<file path="config.mk">
export PLATFORM = sky130hd
export DESIGN_NAME = prefix_expression_evaluator_unit
export DESIGN_NICKNAME = d
export VERILOG_FILES = /design/src/sv/pxe_pkg.sv /design/src/sv/prefix_expression_evaluator_unit.sv /design/src/sv/pxe_ram.sv /design/src/sv/pxe_alu.sv
export SDC_FILE = /design/constraint.sdc
export NUM_CORES = 2
export LEC_CHECK = 0
export BUFFER_PORTS_ARGS = -buffer_cell sky130_fd_sc_hd__buf_2
export CORE_UTILIZATION = 45
export CTS_CLUSTER_SIZE = 8
export DETAILED_ROUTE_END_ITERATION = 7
export GPL_TIMING_DRIVEN = 0
export SLEW_MARGIN = 5
export SYNTH_ARGS = -nofsm -noshare
export SYNTH_HDL_FRONTEND = slang
export SYNTH_SLANG_ARGS = --single-unit
</file>
<file path="constraint.sdc">
create_clock -name clock -period 7.45 [get_ports clock]
set_clock_uncertainty 0.15 [all_clocks]
set_input_delay 0.745 -clock clock [delete_from_list [all_inputs] [get_ports clock]]
set_output_delay 0.745 -clock clock [all_outputs]
set_load 0.1 [all_outputs]
</file>
<file path="src/sv/pxe_pkg.sv">
// ----------------------------------------------------------------------------
// pxe_pkg
// Shared types and constants for the prefix expression evaluator: item
// structs, status codes, character codes, sequencer states and ALU controls.
// ----------------------------------------------------------------------------
package pxe_pkg;

   localparam int DATA_W = 32;

   // Status codes reported with each result item
   localparam logic [2:0] STS_OK        = 3'd0;
   localparam logic [2:0] STS_INVALID   = 3'd1;
   localparam logic [2:0] STS_UNDERFLOW = 3'd2;
   localparam logic [2:0] STS_OVERFLOW  = 3'd3;
   localparam logic [2:0] STS_DIVZERO   = 3'd4;

   // ASCII codes of interest
   localparam logic [7:0] CHR_ZERO  = 8'h30;
   localparam logic [7:0] CHR_NINE  = 8'h39;
   localparam logic [7:0] CHR_PLUS  = 8'h2B;
   localparam logic [7:0] CHR_MINUS = 8'h2D;
   localparam logic [7:0] CHR_STAR  = 8'h2A;
   localparam logic [7:0] CHR_SLASH = 8'h2F;

   typedef struct packed {
      logic [7:0] symbol;
      logic       final_symbol;
   } req_item_type;

   typedef struct packed {
      logic signed [DATA_W-1:0] value;
      logic [2:0]               status;
   } rsp_item_type;

   typedef enum logic [1:0] {
      ALU_ADD,
      ALU_SUB,
      ALU_MUL,
      ALU_DIV
   } alu_op_type;

   typedef struct packed {
      logic       start;
      alu_op_type op;
   } alu_ctl_type;

   typedef enum logic [1:0] {
      S_IDLE,
      S_OPER,
      S_WAIT,
      S_EMIT
   } pxe_state_type;

endpackage

</file>
<file path="src/sv/prefix_expression_evaluator_unit.sv">
// ----------------------------------------------------------------------------
// prefix_expression_evaluator_unit
// Operand stack evaluator for prefix expressions fed last character first.
// ----------------------------------------------------------------------------
// An item is one character, taken when start is high and busy is low. A digit,
// an invalid character, a stack error or any character after an error is
// handled without leaving S_IDLE; add, subtract, multiply and divide go on
// through S_OPER and S_WAIT to the shared ALU, whose divider produces one
// quotient bit a cycle once the second operand is read from the stack RAM. A
// divide by zero is caught in S_OPER, before the ALU starts. An item marked
// final_symbol then passes through S_EMIT, after which rsp_strobe is high for
// exactly one cycle with the result item on rsp_item; it cannot be stalled,
// and the next item may be taken in that same cycle. The stack lives in a
// single-port-write RAM of STACK_DEPTH entries with the top kept in a
// register; no clearing pass is needed after reset.
module prefix_expression_evaluator_unit
   import pxe_pkg::*;
#(
   parameter int STACK_DEPTH = 64
) (
   input  logic         clock,
   input  logic         reset,
   input  logic         start,
   output logic         busy,
   input  req_item_type req_item,
   output logic         rsp_strobe,
   output rsp_item_type rsp_item
);

   localparam int ADDR_W = $clog2(STACK_DEPTH);
   localparam int CNT_W  = $clog2(STACK_DEPTH + 1);

   pxe_state_type      state_ff, state_in;
   logic [CNT_W-1:0]   count_ff, count_in;
   logic [2:0]         err_ff, err_in;
   logic [DATA_W-1:0]  tos_ff, tos_in;
   alu_op_type         op_ff, op_in;
   logic               final_ff, final_in;
   logic               rsp_strobe_ff, rsp_strobe_in;
   rsp_item_type       rsp_item_ff, rsp_item_in;

   logic               accept;
   logic               is_digit;
   logic               is_oper;
   alu_op_type         dec_op;
   logic [DATA_W-1:0]  digit_val;
   logic [CNT_W-1:0]   below_cnt;

   logic               ram_we;
   logic [ADDR_W-1:0]  ram_waddr;
   logic [DATA_W-1:0]  ram_wdata;
   logic [DATA_W-1:0]  ram_rdata;

   alu_ctl_type        alu_ctl;
   logic               alu_done;
   logic [DATA_W-1:0]  alu_result;

   assign accept    = start && (state_ff == S_IDLE);
   assign busy      = (state_ff != S_IDLE);
   assign is_digit  = (req_item.symbol >= CHR_ZERO) && (req_item.symbol <= CHR_NINE);
   assign digit_val = DATA_W'(req_item.symbol - CHR_ZERO);
   assign below_cnt = count_ff - CNT_W'(2);

   // Decode operator characters
   always_comb begin
      is_oper = 1'b1;
      dec_op  = ALU_ADD;
      unique case (req_item.symbol)
         CHR_PLUS:  dec_op = ALU_ADD;
         CHR_MINUS: dec_op = ALU_SUB;
         CHR_STAR:  dec_op = ALU_MUL;
         CHR_SLASH: dec_op = ALU_DIV;
         default:   is_oper = 1'b0;
      endcase
   end

   // Sequencer next state
   always_comb begin
      state_in = state_ff;
      unique case (state_ff)
         S_IDLE: begin
            if (accept) begin
               if (err_ff == STS_OK && !is_digit && is_oper &&
                   count_ff >= CNT_W'(2)) begin
                  state_in = S_OPER;
               end else if (req_item.final_symbol) begin
                  state_in = S_EMIT;
               end
            end
         end
         S_OPER: begin
            if (op_ff == ALU_DIV && ram_rdata == '0) begin
               state_in = final_ff ? S_EMIT : S_IDLE;
            end else begin
               state_in = S_WAIT;
            end
         end
         S_WAIT: begin
            if (alu_done) begin
               state_in = final_ff ? S_EMIT : S_IDLE;
            end
         end
         S_EMIT: begin
            state_in = S_IDLE;
         end
         default: state_in = S_IDLE;
      endcase
   end

   // Sequencer outputs and datapath updates
   always_comb begin
      count_in      = count_ff;
      err_in        = err_ff;
      tos_in        = tos_ff;
      op_in         = op_ff;
      final_in      = final_ff;
      rsp_strobe_in = 1'b0;
      rsp_item_in   = rsp_item_ff;
      ram_we        = 1'b0;
      ram_waddr     = below_cnt[ADDR_W-1:0];
      ram_wdata     = alu_result;
      alu_ctl.start = 1'b0;
      alu_ctl.op    = op_ff;
      unique case (state_ff)
         S_IDLE: begin
            if (accept) begin
               op_in    = dec_op;
               final_in = req_item.final_symbol;
               if (err_ff == STS_OK) begin
                  if (is_digit) begin
                     if (count_ff == CNT_W'(STACK_DEPTH)) begin
                        err_in = STS_OVERFLOW;
                     end else begin
                        ram_we    = 1'b1;
                        ram_waddr = count_ff[ADDR_W-1:0];
                        ram_wdata = digit_val;
                        tos_in    = digit_val;
                        count_in  = count_ff + 1'b1;
                     end
                  end else if (!is_oper) begin
                     err_in = STS_INVALID;
                  end else if (count_ff < CNT_W'(2)) begin
                     err_in = STS_UNDERFLOW;
                  end
               end
            end
         end
         S_OPER: begin
            if (op_ff == ALU_DIV && ram_rdata == '0) begin
               err_in = STS_DIVZERO;
            end else begin
               alu_ctl.start = 1'b1;
            end
         end
         S_WAIT: begin
            if (alu_done) begin
               ram_we   = 1'b1;
               tos_in   = alu_result;
               count_in = count_ff - 1'b1;
            end
         end
         S_EMIT: begin
            rsp_strobe_in = 1'b1;
            if (err_ff != STS_OK) begin
               rsp_item_in.value  = '0;
               rsp_item_in.status = err_ff;
            end else if (count_ff == '0) begin
               rsp_item_in.value  = '0;
               rsp_item_in.status = STS_UNDERFLOW;
            end else begin
               rsp_item_in.value  = tos_ff;
               rsp_item_in.status = STS_OK;
            end
            count_in = '0;
            err_in   = STS_OK;
         end
         default: ;
      endcase
   end

   // Control state
   always_ff @(posedge clock) begin
      if (reset) begin
         state_ff      <= S_IDLE;
         count_ff      <= '0;
         err_ff        <= STS_OK;
         rsp_strobe_ff <= 1'b0;
      end else begin
         state_ff      <= state_in;
         count_ff      <= count_in;
         err_ff        <= err_in;
         rsp_strobe_ff <= rsp_strobe_in;
      end
   end

   // Payload registers
   always_ff @(posedge clock) begin
      tos_ff      <= tos_in;
      op_ff       <= op_in;
      final_ff    <= final_in;
      rsp_item_ff <= rsp_item_in;
   end

   pxe_ram #(
      .WIDTH (DATA_W),
      .DEPTH (STACK_DEPTH)
   ) u_stack (
      .clock   (clock),
      .wr_en   (ram_we),
      .wr_addr (ram_waddr),
      .wr_data (ram_wdata),
      .rd_addr (below_cnt[ADDR_W-1:0]),
      .rd_data (ram_rdata)
   );

   pxe_alu u_alu (
      .clock  (clock),
      .reset  (reset),
      .ctl    (alu_ctl),
      .opa    (tos_ff),
      .opb    (ram_rdata),
      .done   (alu_done),
      .result (alu_result)
   );

   assign rsp_strobe = rsp_strobe_ff;
   assign rsp_item   = rsp_item_ff;

endmodule

</file>
<file path="src/sv/pxe_ram.sv">
// ----------------------------------------------------------------------------
// pxe_ram
// Generic single-write, single-read RAM with registered read data.
// ----------------------------------------------------------------------------
module pxe_ram #(
   parameter int WIDTH = 32,
   parameter int DEPTH = 64
) (
   input  logic                     clock,
   input  logic                     wr_en,
   input  logic [$clog2(DEPTH)-1:0] wr_addr,
   input  logic [WIDTH-1:0]         wr_data,
   input  logic [$clog2(DEPTH)-1:0] rd_addr,
   output logic [WIDTH-1:0]         rd_data
);

   logic [WIDTH-1:0] mem_ff [DEPTH];
   logic [WIDTH-1:0] rd_data_ff;

   // Write port and registered read port
   always_ff @(posedge clock) begin
      if (wr_en) begin
         mem_ff[wr_addr] <= wr_data;
      end
      rd_data_ff <= mem_ff[rd_addr];
   end

   assign rd_data = rd_data_ff;

endmodule

</file>
<file path="src/sv/pxe_alu.sv">
// ----------------------------------------------------------------------------
// pxe_alu
// Shared arithmetic unit: add, subtract and multiply finish in the cycle after
// start; divide runs a restoring shift-subtract loop, one quotient bit a
// cycle, and truncates toward zero.
// ----------------------------------------------------------------------------
module pxe_alu
   import pxe_pkg::*;
(
   input  logic              clock,
   input  logic              reset,
   input  alu_ctl_type       ctl,
   input  logic [DATA_W-1:0] opa,
   input  logic [DATA_W-1:0] opb,
   output logic              done,
   output logic [DATA_W-1:0] result
);

   localparam int STEP_W = $clog2(DATA_W);

   logic              div_busy_ff, div_busy_in;
   logic              done_ff, done_in;
   logic [STEP_W-1:0] step_ff, step_in;
   logic [DATA_W-1:0] rem_ff, rem_in;
   logic [DATA_W-1:0] quo_ff, quo_in;
   logic [DATA_W-1:0] den_ff, den_in;
   logic              neg_ff, neg_in;
   logic [DATA_W-1:0] result_ff, result_in;

   logic [DATA_W:0]   trial;
   logic [DATA_W-1:0] mag_a, mag_b;

   assign mag_a = opa[DATA_W-1] ? (~opa + 1'b1) : opa;
   assign mag_b = opb[DATA_W-1] ? (~opb + 1'b1) : opb;
   assign trial = {rem_ff, quo_ff[DATA_W-1]} - {1'b0, den_ff};

   // Start an operation or advance the divide loop
   always_comb begin
      div_busy_in = div_busy_ff;
      done_in     = 1'b0;
      step_in     = step_ff;
      rem_in      = rem_ff;
      quo_in      = quo_ff;
      den_in      = den_ff;
      neg_in      = neg_ff;
      result_in   = result_ff;
      if (ctl.start) begin
         case (ctl.op)
            ALU_ADD: begin
               result_in = opa + opb;
               done_in   = 1'b1;
            end
            ALU_SUB: begin
               result_in = opa - opb;
               done_in   = 1'b1;
            end
            ALU_MUL: begin
               result_in = opa * opb;
               done_in   = 1'b1;
            end
            default: begin
               div_busy_in = 1'b1;
               step_in     = '0;
               rem_in      = '0;
               quo_in      = mag_a;
               den_in      = mag_b;
               neg_in      = opa[DATA_W-1] ^ opb[DATA_W-1];
            end
         endcase
      end else if (div_busy_ff) begin
         if (!trial[DATA_W]) begin
            rem_in = trial[DATA_W-1:0];
         end else begin
            rem_in = {rem_ff[DATA_W-2:0], quo_ff[DATA_W-1]};
         end
         quo_in  = {quo_ff[DATA_W-2:0], ~trial[DATA_W]};
         step_in = step_ff + 1'b1;
         if (step_ff == STEP_W'(DATA_W - 1)) begin
            div_busy_in = 1'b0;
            done_in     = 1'b1;
            result_in   = neg_ff ? (~quo_in + 1'b1) : quo_in;
         end
      end
   end

   // Control state
   always_ff @(posedge clock) begin
      if (reset) begin
         div_busy_ff <= 1'b0;
         done_ff     <= 1'b0;
      end else begin
         div_busy_ff <= div_busy_in;
         done_ff     <= done_in;
      end
   end

   // Datapath registers
   always_ff @(posedge clock) begin
      step_ff   <= step_in;
      rem_ff    <= rem_in;
      quo_ff    <= quo_in;
      den_ff    <= den_in;
      neg_ff    <= neg_in;
      result_ff <= result_in;
   end

   assign done   = done_ff;
   assign result = result_ff;

endmodule

</file>
==> results.py <==
metrics = {
    "status": {
        "outcome": "finished, violations left",
        "violations": "negative setup slack",
    },
    "layout": {
        "mostFrequentLayoutCells": "edfxtp_1, mux4_2, inv_1",
        "utilization_pct": 53.30,
        "area_growth_pct": 17.37,
        "layout-drive-gt1-share_pct": 24.39,
        "fin_nets": 7630,
        "final_common_cell": "edfxtp_1",
    },
    "critical_path": {
        "critPathArrivalTime_ns": 8.26,
        "worst_path_most_repeated_cell": "fa_2",
        "cp_top_family": "adder cells",
        "ff2ff_setup_slack_ns": -0.39,
        "r2r_start": "tos_ff[15]",
        "crit_path_start": "tos_ff[15]",
        "worstPathBufferInverterCount": 5,
        "worst-endpoint-required_ns": 7.87,
        "cp_num_cells": 25,
        "critical-path-slowest-cell": "fa_2",
        "r2r-end": "u_alu.result[29]",
        "endpoint_kind": "flop",
        "crit_path_max_fanout": 4,
        "rr_worst_depth": 25,
        "crit_end": "u_alu.result[29]",
        "cpPeakStageDelay_ns": 0.60,
        "start_kind": "flop",
        "crit_type": "flop to flop",
    },
    "sta": {
        "rsz0062_at_grt": "true",
        "drv_slew": 0,
        "finalCritPeriodShare_pct": 105.3,
        "fin_tns_setup_ns": -2.465,
        "setup_ws_ns": -0.3922,
        "holdWs_ns": 0.1045,
        "tightest_slew_ns": 1.381,
        "relSlewSlack_pct": 7.944,
        "setup_viol": 11,
        "period_needed_ns": 7.842,
        "finalHoldViolations": 0,
        "fmax_mhz": 127.5,
    },
    "drt": {
        "vias_per_cell": 6.080,
        "drt_iter0_markers": 7530,
        "route.detailed.drc": 0,
        "wire_per_inst_um": 33.29,
        "routed_wirelength_um": 341700,
        "first_pass_iters": 7,
        "ant_nets": 0,
        "num_vias": 62400,
    },
    "cts": {
        "worst_skew_pair.late_latency_ns": 0.96,
        "cts-buffers-inserted": 339,
        "cts.sinks": 2299,
        "clk_pin_slew_worst_paths_ns": 0.05,
        "cts.path.max_buffers": 4,
        "cts_tree": "built",
        "clockRootBuffer": "clkbuf_16",
        "cts.htree.levels": 5,
    },
    "yosys": {
        "syn_area_um2": 109500,
        "ys_ff_latch": 2299,
        "synth.avg_cell_area_um2": 17.12,
        "synth.distinct_cells": 94,
        "synth_nets": 7024,
        "syn_inst": 6397,
        "seq_area_frac_synth_pct": 62.59,
        "synth-edff-count": 2252,
        "yosys_warnings": 0,
        "async_reset_ff_share_pct": 0,
        "synth_flop_cell": "edfxtp_1",
    },
    "place": {
        "io_buffers": 48,
        "gp_congestion": 0.9541,
        "dp_hpwl_um": 236400,
        "place_ws_ns": -2.682,
    },
    "min_path": {
        "holdPathStages": 2,
        "hp-class": "input port to flop",
    },
    "global_routing": {
        "grt_pass1_wl_um": 481200,
        "grt_overflow": 0,
        "grt_start_max_net_pins": 65,
        "grtUsageTotal_pct": 28.26,
        "grt_pass1_vias": 63840,
        "antenna_found_initial": 30,
    },
    "floorplan": {
        "io_pins": 49,
        "start_util_pct": 45.41,
        "die_width_um": 495.4,
        "die_h_um": 495.4,
        "core_area_um2": 241200,
        "rows": 180,
        "die-area_um2": 245400,
    },
    "flow_run": {
        "cap_violations": 0,
    },
}
==> cells in the mapped netlist, types with 16 or more instances <==
library cell  number  share of area, %
a21o_1            68              0.47
nand3_1           26              0.12
edfxtp_1        2252                62
a21oi_1          128              0.58
clkbuf_1         278              0.95
o21a_1            16              0.11
fa_1             411               7.5
nor3_1            39              0.18
o31ai_1           23              0.16
buf_2             18             0.082
o211ai_1          22              0.15
nor2b_1           19              0.11
xor2_1           121              0.97
nor2_1           205              0.70
nand2b_1          32              0.18
inv_1            440               1.5
o21ai_0           96              0.44
dfxtp_1           47              0.86
o21ai_1           17             0.078
and2_1           341               1.9
buf_1             52              0.18
mux4_2           672                14
a211oi_1          26              0.18
nand2_1          460               1.6
xnor2_1          138               1.1
or3_1             19              0.11
ha_1             204               2.3
==> worst register-to-register path, stage by stage (launching register included) <==
cell,delay (ns)
edfxtp_1,0.50
clkbuf_16,0.23
clkbuf_16,0.17
and2_4,0.14
fa_2,0.54
fa_2,0.44
fa_1,0.51
inv_1,0.05
fa_1,0.50
inv_2,0.05
fa_1,0.49
fa_2,0.60
fa_2,0.45
fa_2,0.51
ha_4,0.20
a21o_1,0.18
a21o_1,0.17
a221o_1,0.37
a31o_2,0.28
a21oi_4,0.17
o41ai_4,0.12
buf_4,0.17
xnor2_4,0.21
nor2_4,0.07
a31oi_4,0.19
mux2i_4,0.11
==> how the worst min path moves through the flow <==
stage,start,end,slack [ns]
finish,req_item[1],tos_ff[0],0.10
global route,req_item[5],tos_ff[4],0.08
CTS,req_item[5],tos_ff[4],0.04
detailed placement,count_ff[6],count_ff[6],0.36
global placement,u_alu.div_busy_ff,u_alu.div_busy_ff,0.35
floorplan,count_ff[6],count_ff[6],0.32
==> routing by layer <==
layer | GRT usage [%] | routed length, µm | vias to the layer above
met5 | 0 | 75 | -
met4 | 14.92 | 20810 | 10
met3 | 5.244 | 28900 | 802
met2 | 45.41 | 162900 | 3152
met1 | 36.68 | 129000 | 33140
li1 | - | - | 25300
==> sequential cells by signal, summed over array words and instances (netlist names), 3 cells and up <==
register and flops:
err_ff 3, u_alu.step_ff 5, u_alu.rem_ff 32, u_stack.mem_ff 2048, tos_ff 32, u_alu.quo_ff 32
count_ff 7, rsp_item 35, u_alu.den_ff 32, u_stack.rd_data 32, u_alu.result 32
==> area by class of cell <==
class                           instances  area, µm²
Buffer                                350       2519
Inverter                              440       1652
Clock buffer                          379       8676
Clock inverter                         18      260.3
Timing Repair Buffer                  270       3513
Fill cell                           19020     112600
Sequential cell                      2299      68600
Tap cell                             3185       3985
Multi-Input combinational cell       3303      39320
Antenna cell                           20      50.05
==> cell families after synthesis <==
family          share of synthesized area [%]
compound gates                          3.014
fa+ha+maj                               9.841
flops                                   62.59
mux                                     14.02
buf+inv                                 2.789
simple gates                            5.641
xor+xnor                                2.101
==> repair_timing <==
item                                    in CTS  in global routing
pin swaps                                   78                 40
setup buffers                              111                 20
endpoints found under the setup margin    1607                 31
resized for setup                          414                 59
endpoints found under the hold margin        4                  0
hold buffers                                 2                  0
==> metrics by stage <==
| step | instances | instance area (µm²) |
|---|---|---|
| after floorplan | 6397 | 109500 |
| after global placement | 9630 | 113800 |
| after detailed placement | 9719 | 116500 |
| after CTS | 10230 | 128100 |
| after global routing | 10250 | 128500 |
| final | 10260 | 128600 |
Power is not shown: default switching activity piles up to over one toggle a cycle in this logic, so the estimate is an artifact.
